===== src/rtl/core/presence_qualifier_idle_timer_top_defines.svh =====
// assertion macros for the presence qualifier block
`ifndef PRESENCE_QUALIFIER_IDLE_TIMER_TOP_DEFINES_SVH
`define PRESENCE_QUALIFIER_IDLE_TIMER_TOP_DEFINES_SVH

// property that must hold at every clock edge outside reset
`define PQIT_ASSERT(lbl, prop, msg) \
  lbl: assert property (@(posedge clk) disable iff (rst) (prop)) else $error(msg);

// condition in one cycle implies a consequence in the next cycle
`define PQIT_ASSERT_NEXT(lbl, cond, cons, msg) \
  lbl: assert property (@(posedge clk) disable iff (rst) (cond) |=> (cons)) else $error(msg);

`endif


===== src/rtl/core/pqit_pkg.sv =====
// shared types and constants for the presence qualifier with idle timer
package pqit_pkg;

  localparam int GateW   = 16;
  localparam int HystW   = 10;
  localparam int RunW    = 4;
  localparam int SettleW = 4;
  localparam int IdleW   = 20;
  localparam int CfgW    = 20;
  localparam int IdxW    = 3;

  localparam logic [GateW-1:0]   GateReset   = 16'd500;
  localparam logic [HystW-1:0]   HystReset   = 10'd60;
  localparam logic [RunW-1:0]    RunReset    = 4'd5;
  localparam logic [SettleW-1:0] SettleReset = 4'd5;
  localparam logic [IdleW-1:0]   RestReset   = 20'd60000;

  localparam logic [GateW-1:0] FarReadingMm = 16'hFFFF;
  localparam logic [IdleW-1:0] IdleMax      = 20'hFFFFF;

  localparam logic [IdxW-1:0] RegGate   = 3'd0;
  localparam logic [IdxW-1:0] RegHyst   = 3'd1;
  localparam logic [IdxW-1:0] RegRun    = 3'd2;
  localparam logic [IdxW-1:0] RegSettle = 3'd3;
  localparam logic [IdxW-1:0] RegRest   = 3'd4;

  typedef enum logic [1:0] {
    ACT_SAMPLE = 2'd0,
    ACT_FAULT  = 2'd1,
    ACT_TOUCH  = 2'd2,
    ACT_TICK   = 2'd3
  } action_t;

  typedef enum logic [1:0] {
    EDGE_NONE = 2'd0,
    EDGE_ON   = 2'd1,
    EDGE_OFF  = 2'd2
  } edge_t;

  typedef struct packed {
    logic            write;
    logic [IdxW-1:0] index;
    logic [CfgW-1:0] data;
  } cfg_wr_t;

  typedef struct packed {
    logic  present_now;
    edge_t presence_edge;
    logic  rest_request;
  } result_t;

endpackage


===== src/rtl/core/pqit_core.sv =====
// presence qualifier state, configuration registers and per-event update
module pqit_core (
  input  logic                      clk,
  input  logic                      rst,
  input  pqit_pkg::cfg_wr_t         cfg,
  input  logic                      accept,
  input  logic [1:0]                action,
  input  logic [15:0]               range_mm,
  input  logic                      range_status_ok,
  input  logic                      screen_hold,
  output pqit_pkg::result_t         res
);

  logic [pqit_pkg::GateW-1:0]   gate_distance_mm;
  logic [pqit_pkg::HystW-1:0]   hysteresis_mm;
  logic [pqit_pkg::RunW-1:0]    away_run_length;
  logic [pqit_pkg::IdleW-1:0]   rest_after_ms;

  logic [pqit_pkg::SettleW-1:0] settle_left, settle_left_next;
  logic [pqit_pkg::RunW-1:0]    far_run, far_run_next;
  logic                         present_flag, present_flag_next;
  logic [pqit_pkg::IdleW-1:0]   idle_ms, idle_ms_next;

  logic [pqit_pkg::GateW-1:0] reading;
  logic [pqit_pkg::GateW:0]   limit;
  logic                       near;
  logic                       now;
  pqit_pkg::edge_t            edge_code;

  always_comb begin
    reading = range_status_ok ? range_mm : pqit_pkg::FarReadingMm;
    limit = {1'b0, gate_distance_mm};
    if (present_flag) begin
      limit = {1'b0, gate_distance_mm} +
              {{(pqit_pkg::GateW + 1 - pqit_pkg::HystW){1'b0}}, hysteresis_mm};
    end
    near = ({1'b0, reading} <= limit);

    settle_left_next  = settle_left;
    far_run_next      = far_run;
    present_flag_next = present_flag;
    idle_ms_next      = idle_ms;
    edge_code         = pqit_pkg::EDGE_NONE;
    now               = 1'b0;

    case (pqit_pkg::action_t'(action))
      pqit_pkg::ACT_SAMPLE: begin
        if (settle_left != '0) begin
          settle_left_next = settle_left - 1'b1;
        end else begin
          if (near) begin
            far_run_next = '0;
          end else if (far_run < away_run_length) begin
            far_run_next = far_run + 1'b1;
          end
          now = (far_run_next < away_run_length);
          if (now) begin
            idle_ms_next = '0;
          end
          if (now != present_flag) begin
            present_flag_next = now;
            edge_code = now ? pqit_pkg::EDGE_ON : pqit_pkg::EDGE_OFF;
          end
        end
      end
      pqit_pkg::ACT_FAULT, pqit_pkg::ACT_TOUCH: begin
        idle_ms_next = '0;
      end
      pqit_pkg::ACT_TICK: begin
        if (idle_ms != pqit_pkg::IdleMax) begin
          idle_ms_next = idle_ms + 1'b1;
        end
      end
      default: begin
        idle_ms_next = idle_ms;
      end
    endcase

    res.present_now   = present_flag_next;
    res.presence_edge = edge_code;
    res.rest_request  = (idle_ms_next > rest_after_ms) && !screen_hold;
  end

  always_ff @(posedge clk) begin
    if (rst) begin
      gate_distance_mm <= pqit_pkg::GateReset;
      hysteresis_mm    <= pqit_pkg::HystReset;
      away_run_length  <= pqit_pkg::RunReset;
      rest_after_ms    <= pqit_pkg::RestReset;
      settle_left      <= pqit_pkg::SettleReset;
      far_run          <= pqit_pkg::RunReset;
      present_flag     <= 1'b0;
      idle_ms          <= '0;
    end else if (cfg.write) begin
      case (cfg.index)
        pqit_pkg::RegGate: gate_distance_mm <= cfg.data[pqit_pkg::GateW-1:0];
        pqit_pkg::RegHyst: hysteresis_mm <= cfg.data[pqit_pkg::HystW-1:0];
        pqit_pkg::RegRun: begin
          away_run_length <= cfg.data[pqit_pkg::RunW-1:0];
          // run count follows the new length only while absent
          if (!present_flag) begin
            far_run <= cfg.data[pqit_pkg::RunW-1:0];
          end
        end
        pqit_pkg::RegSettle: begin
          // settle count restarts from the new value
          settle_left <= cfg.data[pqit_pkg::SettleW-1:0];
        end
        pqit_pkg::RegRest: rest_after_ms <= cfg.data[pqit_pkg::IdleW-1:0];
        default: begin
          rest_after_ms <= rest_after_ms;
        end
      endcase
    end else if (accept) begin
      settle_left  <= settle_left_next;
      far_run      <= far_run_next;
      present_flag <= present_flag_next;
      idle_ms      <= idle_ms_next;
    end
  end

endmodule


===== src/rtl/core/presence_qualifier_idle_timer_top.sv =====
// presence qualifier with idle timer: top level with output register and skid stage
// result path: registered in the output register, or parked in the skid register
// throughput: one event per cycle while in_stall is low; the per-event compare and
// count logic sits between the state registers and the result register
// a skid register takes one more result while the output is stalled
// reset: synchronous active-high rst restores register defaults and start-up state
`include "presence_qualifier_idle_timer_top_defines.svh"

module presence_qualifier_idle_timer_top (
  input  logic        clk,
  input  logic        rst,
  input  logic        cfg_write,
  input  logic [2:0]  cfg_index,
  input  logic [19:0] cfg_data,
  input  logic        in_valid,
  output logic        in_stall,
  input  logic [1:0]  action,
  input  logic [15:0] range_mm,
  input  logic        range_status_ok,
  input  logic        screen_hold,
  output logic        out_valid,
  input  logic        out_stall,
  output logic        present_now,
  output logic [1:0]  presence_edge,
  output logic        rest_request
);

  pqit_pkg::cfg_wr_t cfg;
  pqit_pkg::result_t res;
  pqit_pkg::result_t out_res;
  pqit_pkg::result_t skid_res;
  logic              skid_valid;
  logic              in_xfer;
  logic              out_xfer;
  logic              out_held;
  logic              out_on;
  logic              out_off;

  assign cfg.write = cfg_write;
  assign cfg.index = cfg_index;
  assign cfg.data  = cfg_data;

  assign in_stall = skid_valid;
  assign in_xfer  = in_valid && !in_stall;
  assign out_xfer = out_valid && !out_stall;

  pqit_core u_core (
    .clk             (clk),
    .rst             (rst),
    .cfg             (cfg),
    .accept          (in_xfer),
    .action          (action),
    .range_mm        (range_mm),
    .range_status_ok (range_status_ok),
    .screen_hold     (screen_hold),
    .res             (res)
  );

  always_ff @(posedge clk) begin
    if (rst) begin
      out_valid  <= 1'b0;
      skid_valid <= 1'b0;
    end else if (skid_valid) begin
      if (out_xfer) begin
        out_res    <= skid_res;
        skid_valid <= 1'b0;
      end
    end else if (in_xfer) begin
      if (!out_valid || out_xfer) begin
        out_res   <= res;
        out_valid <= 1'b1;
      end else begin
        // output still waiting, park the new result
        skid_res   <= res;
        skid_valid <= 1'b1;
      end
    end else if (out_xfer) begin
      out_valid <= 1'b0;
    end
  end

  assign present_now   = out_res.present_now;
  assign presence_edge = out_res.presence_edge;
  assign rest_request  = out_res.rest_request;

  assign out_held = out_valid && out_stall;
  assign out_on   = out_valid && (presence_edge == pqit_pkg::EDGE_ON);
  assign out_off  = out_valid && (presence_edge == pqit_pkg::EDGE_OFF);

  `PQIT_ASSERT(a_skid_implies_out, !skid_valid || out_valid, "skid full with empty output")
  `PQIT_ASSERT_NEXT(a_park_on_stall, out_held && in_xfer, skid_valid, "stalled transfer not parked")
  `PQIT_ASSERT_NEXT(a_skid_drains, skid_valid && !out_stall, !skid_valid, "skid did not drain")
  `PQIT_ASSERT(a_edge_on_matches, !out_on || present_now, "on edge without presence")
  `PQIT_ASSERT(a_edge_off_matches, !out_off || !present_now, "off edge with presence")

endmodule

===== config.mk =====
export PLATFORM = sky130hd
export DESIGN_NAME = presence_qualifier_idle_timer_top
export DESIGN_NICKNAME = d
export VERILOG_FILES = /design/src/rtl/core/pqit_pkg.sv /design/src/rtl/core/pqit_core.sv /design/src/rtl/core/presence_qualifier_idle_timer_top.sv
export VERILOG_INCLUDE_DIRS = /design/src /design/src/rtl/core
export SDC_FILE = /design/constraint.sdc
export NUM_CORES = 1
export LEC_CHECK = 0
export ABC_AREA = 1
export BUFFER_PORTS_ARGS = -buffer_cell sky130_fd_sc_hd__buf_2
export CAP_MARGIN = 20
export CORE_MARGIN = 1
export CORE_UTILIZATION = 56
export CTS_BUF_LIST = sky130_fd_sc_hd__clkbuf_4 sky130_fd_sc_hd__clkbuf_8
export CTS_CLUSTER_SIZE = 28
export DETAILED_ROUTE_END_ITERATION = 8
export PLACE_DENSITY = 0.79
export SKIP_CTS_REPAIR_TIMING = 1
export SLEW_MARGIN = 30
export SYNTH_ARGS = -nofsm -noshare
export SYNTH_HDL_FRONTEND = slang
export SYNTH_SLANG_ARGS = --single-unit

===== constraint.sdc =====
create_clock -name clk -period 9.8 [get_ports clk]
set_input_delay 0.49 -clock clk [delete_from_list [all_inputs] [get_ports clk]]
set_output_delay 0.49 -clock clk [all_outputs]
set_load 0.01 [all_outputs]

==> impl_metrics.prom <==
# TYPE chip_impl_metric gauge
chip_impl_metric{name="final-hold-violation-count",unit=""} 0
chip_impl_metric{name="remaining_global_route_overflow",unit=""} 0
chip_impl_info{name="postSynth.topFlopCell",value="dfxtp_1"} 1
chip_impl_metric{name="coreArea",unit="mm2"} 0.0104
chip_impl_metric{name="post-route-util",unit=""} 0.637
chip_impl_metric{name="synth_nets",unit=""} 979
chip_impl_metric{name="worstPathBufferInverterCount",unit=""} 3
chip_impl_info{name="synth.largest_area_cell",value="dfxtp_1"} 1
chip_impl_metric{name="power.share.switching",unit=""} 0.315
chip_impl_metric{name="initial_utilization",unit=""} 0.585
chip_impl_metric{name="synth_edf_count",unit=""} 8
chip_impl_metric{name="die_outline_area",unit="mm2"} 0.0113
chip_impl_metric{name="min_period",unit="ns"} 6.07
chip_impl_metric{name="switchingPower",unit="W"} 0.000264
chip_impl_metric{name="num-fill-cells",unit=""} 991
chip_impl_metric{name="combPwrFrac",unit=""} 0.203
chip_impl_metric{name="clockBufferDepth",unit=""} 2
chip_impl_metric{name="placed_cell_area",unit="mm2"} 0.00643
chip_impl_info{name="cell_family_with_the_largest_share_of_critical_path_delay",value="simple AND/OR/NAND/NOR gates"} 1
chip_impl_metric{name="syn-mean-instance-area",unit="um2"} 6.97
chip_impl_metric{name="pwr-share-seq",unit=""} 0.477
chip_impl_metric{name="avgRoutedWirePerCell",unit="um"} 14.5
chip_impl_metric{name="antenna_found_initial",unit=""} 0
chip_impl_metric{name="share_of_flip_flops_with_an_asynchronous_set_or_reset",unit=""} 0
chip_impl_metric{name="drv_cap",unit=""} 0
chip_impl_metric{name="detail-route-antenna-nets",unit=""} 0
chip_impl_info{name="grt_setup_unrepaired",value="no"} 1
chip_impl_info{name="status",value="completed"} 1
chip_impl_metric{name="net_count_reported_at_finish",unit=""} 1017
chip_impl_metric{name="cts_sinks",unit=""} 89
chip_impl_info{name="path_class",value="reg -> reg"} 1
chip_impl_metric{name="worst_max_slew_pin_slew",unit="ns"} 0.695
chip_impl_info{name="cpMaxStageDelayCell",value="a311oi_1"} 1
chip_impl_info{name="clock-root-buffer",value="clkbuf_8"} 1
chip_impl_metric{name="gate_count_after_technology_mapping",unit=""} 874
chip_impl_metric{name="clk-insertion-delay-late",unit="ns"} 0.36
chip_impl_metric{name="multi_input_area",unit="mm2"} 0.00364
chip_impl_metric{name="fin_setup_tns",unit="ns"} 0
chip_impl_metric{name="drtIter0Drc",unit=""} 441
chip_impl_metric{name="detailed_placement_hpwl",unit="mm"} 11.6
chip_impl_metric{name="global_route_wire_length_before_repair",unit="mm"} 25.4
chip_impl_metric{name="number_of_warnings_issued_by_yosys",unit=""} 0
chip_impl_metric{name="max_clock_freq",unit="GHz"} 0.165
chip_impl_metric{name="placer_congestion",unit=""} 0.933
chip_impl_metric{name="synth_top_cell_area_share",unit=""} 0.266
chip_impl_metric{name="cts_buffers",unit=""} 9
chip_impl_metric{name="ir_drop",unit="uV"} 88.4
chip_impl_info{name="yosys-top-cells-area",value="dfxtp_1 (27%), ha_1 (12%), nand2_1 (10%)"} 1
chip_impl_info{name="class_of_the_tightest_hold_or_removal_check",value="in -> reg"} 1
chip_impl_metric{name="worst-endpoint-arrival",unit="ns"} 6.30
chip_impl_metric{name="setup_viol",unit=""} 0
chip_impl_info{name="critical-path-top-cell-by-count",value="nand2_1"} 1
chip_impl_metric{name="finalMaxSlewViolations",unit=""} 0
chip_impl_metric{name="final.setup_skew",unit="ns"} 0.0152
chip_impl_metric{name="total_detailed_routing_wirelength",unit="mm"} 15.2
chip_impl_metric{name="hold-worst-slack",unit="ns"} 0.370
chip_impl_metric{name="timing.slew.headroom",unit=""} 0.536
chip_impl_metric{name="worst-endpoint-required",unit="ns"} 10.03
chip_impl_metric{name="seqCellArea",unit="mm2"} 0.00186
chip_impl_info{name="tritoncts",value="done"} 1
chip_impl_info{name="critPathCaptureType",value="register"} 1
chip_impl_metric{name="flow.area_growth_from_synthesis",unit="%"} 9.04
chip_impl_metric{name="power_per_cell_area",unit="mW/mm2"} 126
chip_impl_metric{name="die-width",unit="um"} 106
chip_impl_metric{name="first_global_vias",unit=""} 5252
chip_impl_metric{name="critical_path.max_stage_delay",unit="ns"} 0.44
chip_impl_metric{name="ys_types",unit=""} 50
chip_impl_metric{name="post_synth_instance_area",unit="mm2"} 0.00609
chip_impl_metric{name="drive_gt1_frac",unit=""} 0.124
chip_impl_metric{name="chipHeight",unit="um"} 106
chip_impl_metric{name="buffer_ports.inserted",unit=""} 53
chip_impl_metric{name="post_drt_via_cell_ratio",unit=""} 5.58
chip_impl_info{name="setup.worst_path.start_class",value="register"} 1
chip_impl_metric{name="drt_first_pass_iters",unit=""} 6
chip_impl_metric{name="grt_use_total",unit=""} 0.281
chip_impl_metric{name="top_level_ports",unit=""} 54
chip_impl_metric{name="design_area",unit="mm2"} 0.00664
chip_impl_metric{name="yosysSeqAreaShare",unit=""} 0.306
chip_impl_metric{name="clk_pin_slew_worst_paths",unit="ns"} 0.09
chip_impl_metric{name="power.leakage",unit="nW"} 3.18
chip_impl_metric{name="final.period_utilization",unit=""} 0.619
chip_impl_metric{name="cts_htree_levels",unit=""} 3
chip_impl_metric{name="power.total",unit="W"} 0.000837
chip_impl_metric{name="num_vias",unit=""} 5874
chip_impl_metric{name="path_max_fanout",unit=""} 21
chip_impl_metric{name="power.internal",unit="W"} 0.000573
chip_impl_metric{name="largest_net_degree_at_the_start_of_global_routing",unit=""} 76
chip_impl_metric{name="ys_ff_latch",unit=""} 89
chip_impl_metric{name="power.clock.fraction",unit=""} 0.320
chip_impl_metric{name="drc_errors",unit=""} 0
chip_impl_metric{name="antenna_cells",unit=""} 0
chip_impl_metric{name="core.rowCount",unit=""} 37
-- cell usage in the layout (no fill, tap or decap), types with 2 or more instances in the layout --
cell      instances
nand2_1         164
inv_1           116
a21oi_1         108
dfxtp_1          81
o21ai_0          74
nor2_1           59
ha_1             56
buf_2            53
nand3_1          41
xor2_1           19
or2_2            18
o211ai_1         11
nor3_1            9
nand4_1           9
clkbuf_8          9
edfxtp_1          8
a31oi_1           7
nor4_1            6
nand2_2           5
mux2i_1           5
buf_4             5
inv_2             4
a21o_1            4
inv_6             4
o21ai_1           3
xnor2_1           3
a21oi_2           3
nor3_2            2
nor2_2            2
o21a_1            2
a211oi_1          2
o221ai_1          2
o22ai_1           2
clkinv_1          2
-- cells in the mapped netlist, types with 2 or more instances --
master,number
a211oi_1,2
a21o_1,4
a21oi_1,108
a21oi_2,3
a31oi_1,7
buf_2,2
buf_4,3
clkbuf_1,25
dfxtp_1,81
edfxtp_1,8
ha_1,56
inv_1,117
inv_2,4
mux2i_1,5
nand2_1,164
nand2_2,5
nand3_1,41
nand4_1,9
nor2_1,60
nor3_1,9
nor3_2,2
nor4_1,6
o211ai_1,11
o21a_1,2
o21ai_0,74
o21ai_1,3
o221ai_1,2
o22ai_1,2
or2_2,18
xnor2_1,3
xor2_1,19
-- sequential cells by signal, indices dropped and copies added (netlist names), 2 cells and up --
signal                   count
u_core.far_run               4
u_core.gate_distance_mm     16
u_core.hysteresis_mm        10
u_core.settle_left           4
u_core.rest_after_ms        20
skid_res                     4
presence_edge                2
u_core.away_run_length       4
u_core.idle_ms              20
-- logic make-up after synthesis --
group,count (synthesis),synth area share
simple gates,321,0.235
fa+ha+maj,57,0.118
xor+xnor,22,0.0316
mux,5,0.00822
flops,89,0.306
buf+inv,153,0.0966
compound gates,227,0.205
-- worst paths after layout --
| kind | start | endpoint | slack, ns | cells after the start |
|---|---|---|---|---|
| hold / removal | cfg_data[7] | u_core.gate_distance_mm[7]$_SDFFE_PP1P_ | 0.37 | 3 |
| setup reg to reg | u_core.gate_distance_mm[2]$_SDFFE_PP1P_ | rest_request$_DFFE_PP_ | 3.73 | 34 |
| hold reg to reg | u_core.rest_after_ms[2]$_SDFFE_PP0P_ | u_core.rest_after_ms[2]$_SDFFE_PP0P_ | 0.47 | 2 |
| setup / recovery | u_core.gate_distance_mm[2]$_SDFFE_PP1P_ | rest_request$_DFFE_PP_ | 3.73 | 34 |
-- power groups by stage --
| stage | clock network, W | registers (W) | logic (W) |
|---|---|---|---|
| 6_report | 0.000268 | 0.000399 | 0.000170 |
| 4_1_cts | 0.000272 | 0.000399 | 0.000169 |
| 3_3_place_gp | 0 | 0.000407 | 0.000165 |
| 3_5_place_dp | 0 | 0.000407 | 0.000168 |
| 5_1_grt | 0.000286 | 0.000401 | 0.000194 |
| 2_1_floorplan | 0 | 0.000402 | 0.000124 |
-- metal layers --
layer  GRT usage  vias to the layer above  share of wire
li1            -                     2993              -
met1       0.417                     2654           0.48
met4      0.0744                        0          0.015
met3      0.0374                       19          0.073
met5           0                        -              0
met2       0.425                      208           0.43
-- through the flow --
stage / instances / setup WS [ns]
3_5_place_dp: 1037 / 3.83
5_1_grt: 1053 / 3.04
4_1_cts: 1053 / 3.78
3_3_place_gp: 1037 / 4.03
2_1_floorplan: 874 / 4.88
6_report: 1053 / 3.73
-- area by class of cell --
class / instances / share of cell area
Clock buffer: 10 / 0.0198
Clock inverter: 6 / 0.0111
Inverter: 122 / 0.0690
Multi-Input combinational cell: 632 / 0.548
Sequential cell: 89 / 0.280
Tap cell: 136 / 0.0256
Timing Repair Buffer: 58 / 0.0456
-- worst reg2reg max path: cells and delay by family (launching register included) --
kind            cells  cell delay, ns
flops               1            0.34
buf+inv             3            0.18
xor+xnor            1            0.16
simple gates       18            2.50
compound gates      8            1.57
fa+ha+maj           4            1.20
Note: power is estimated with default switching activity, not from simulation.
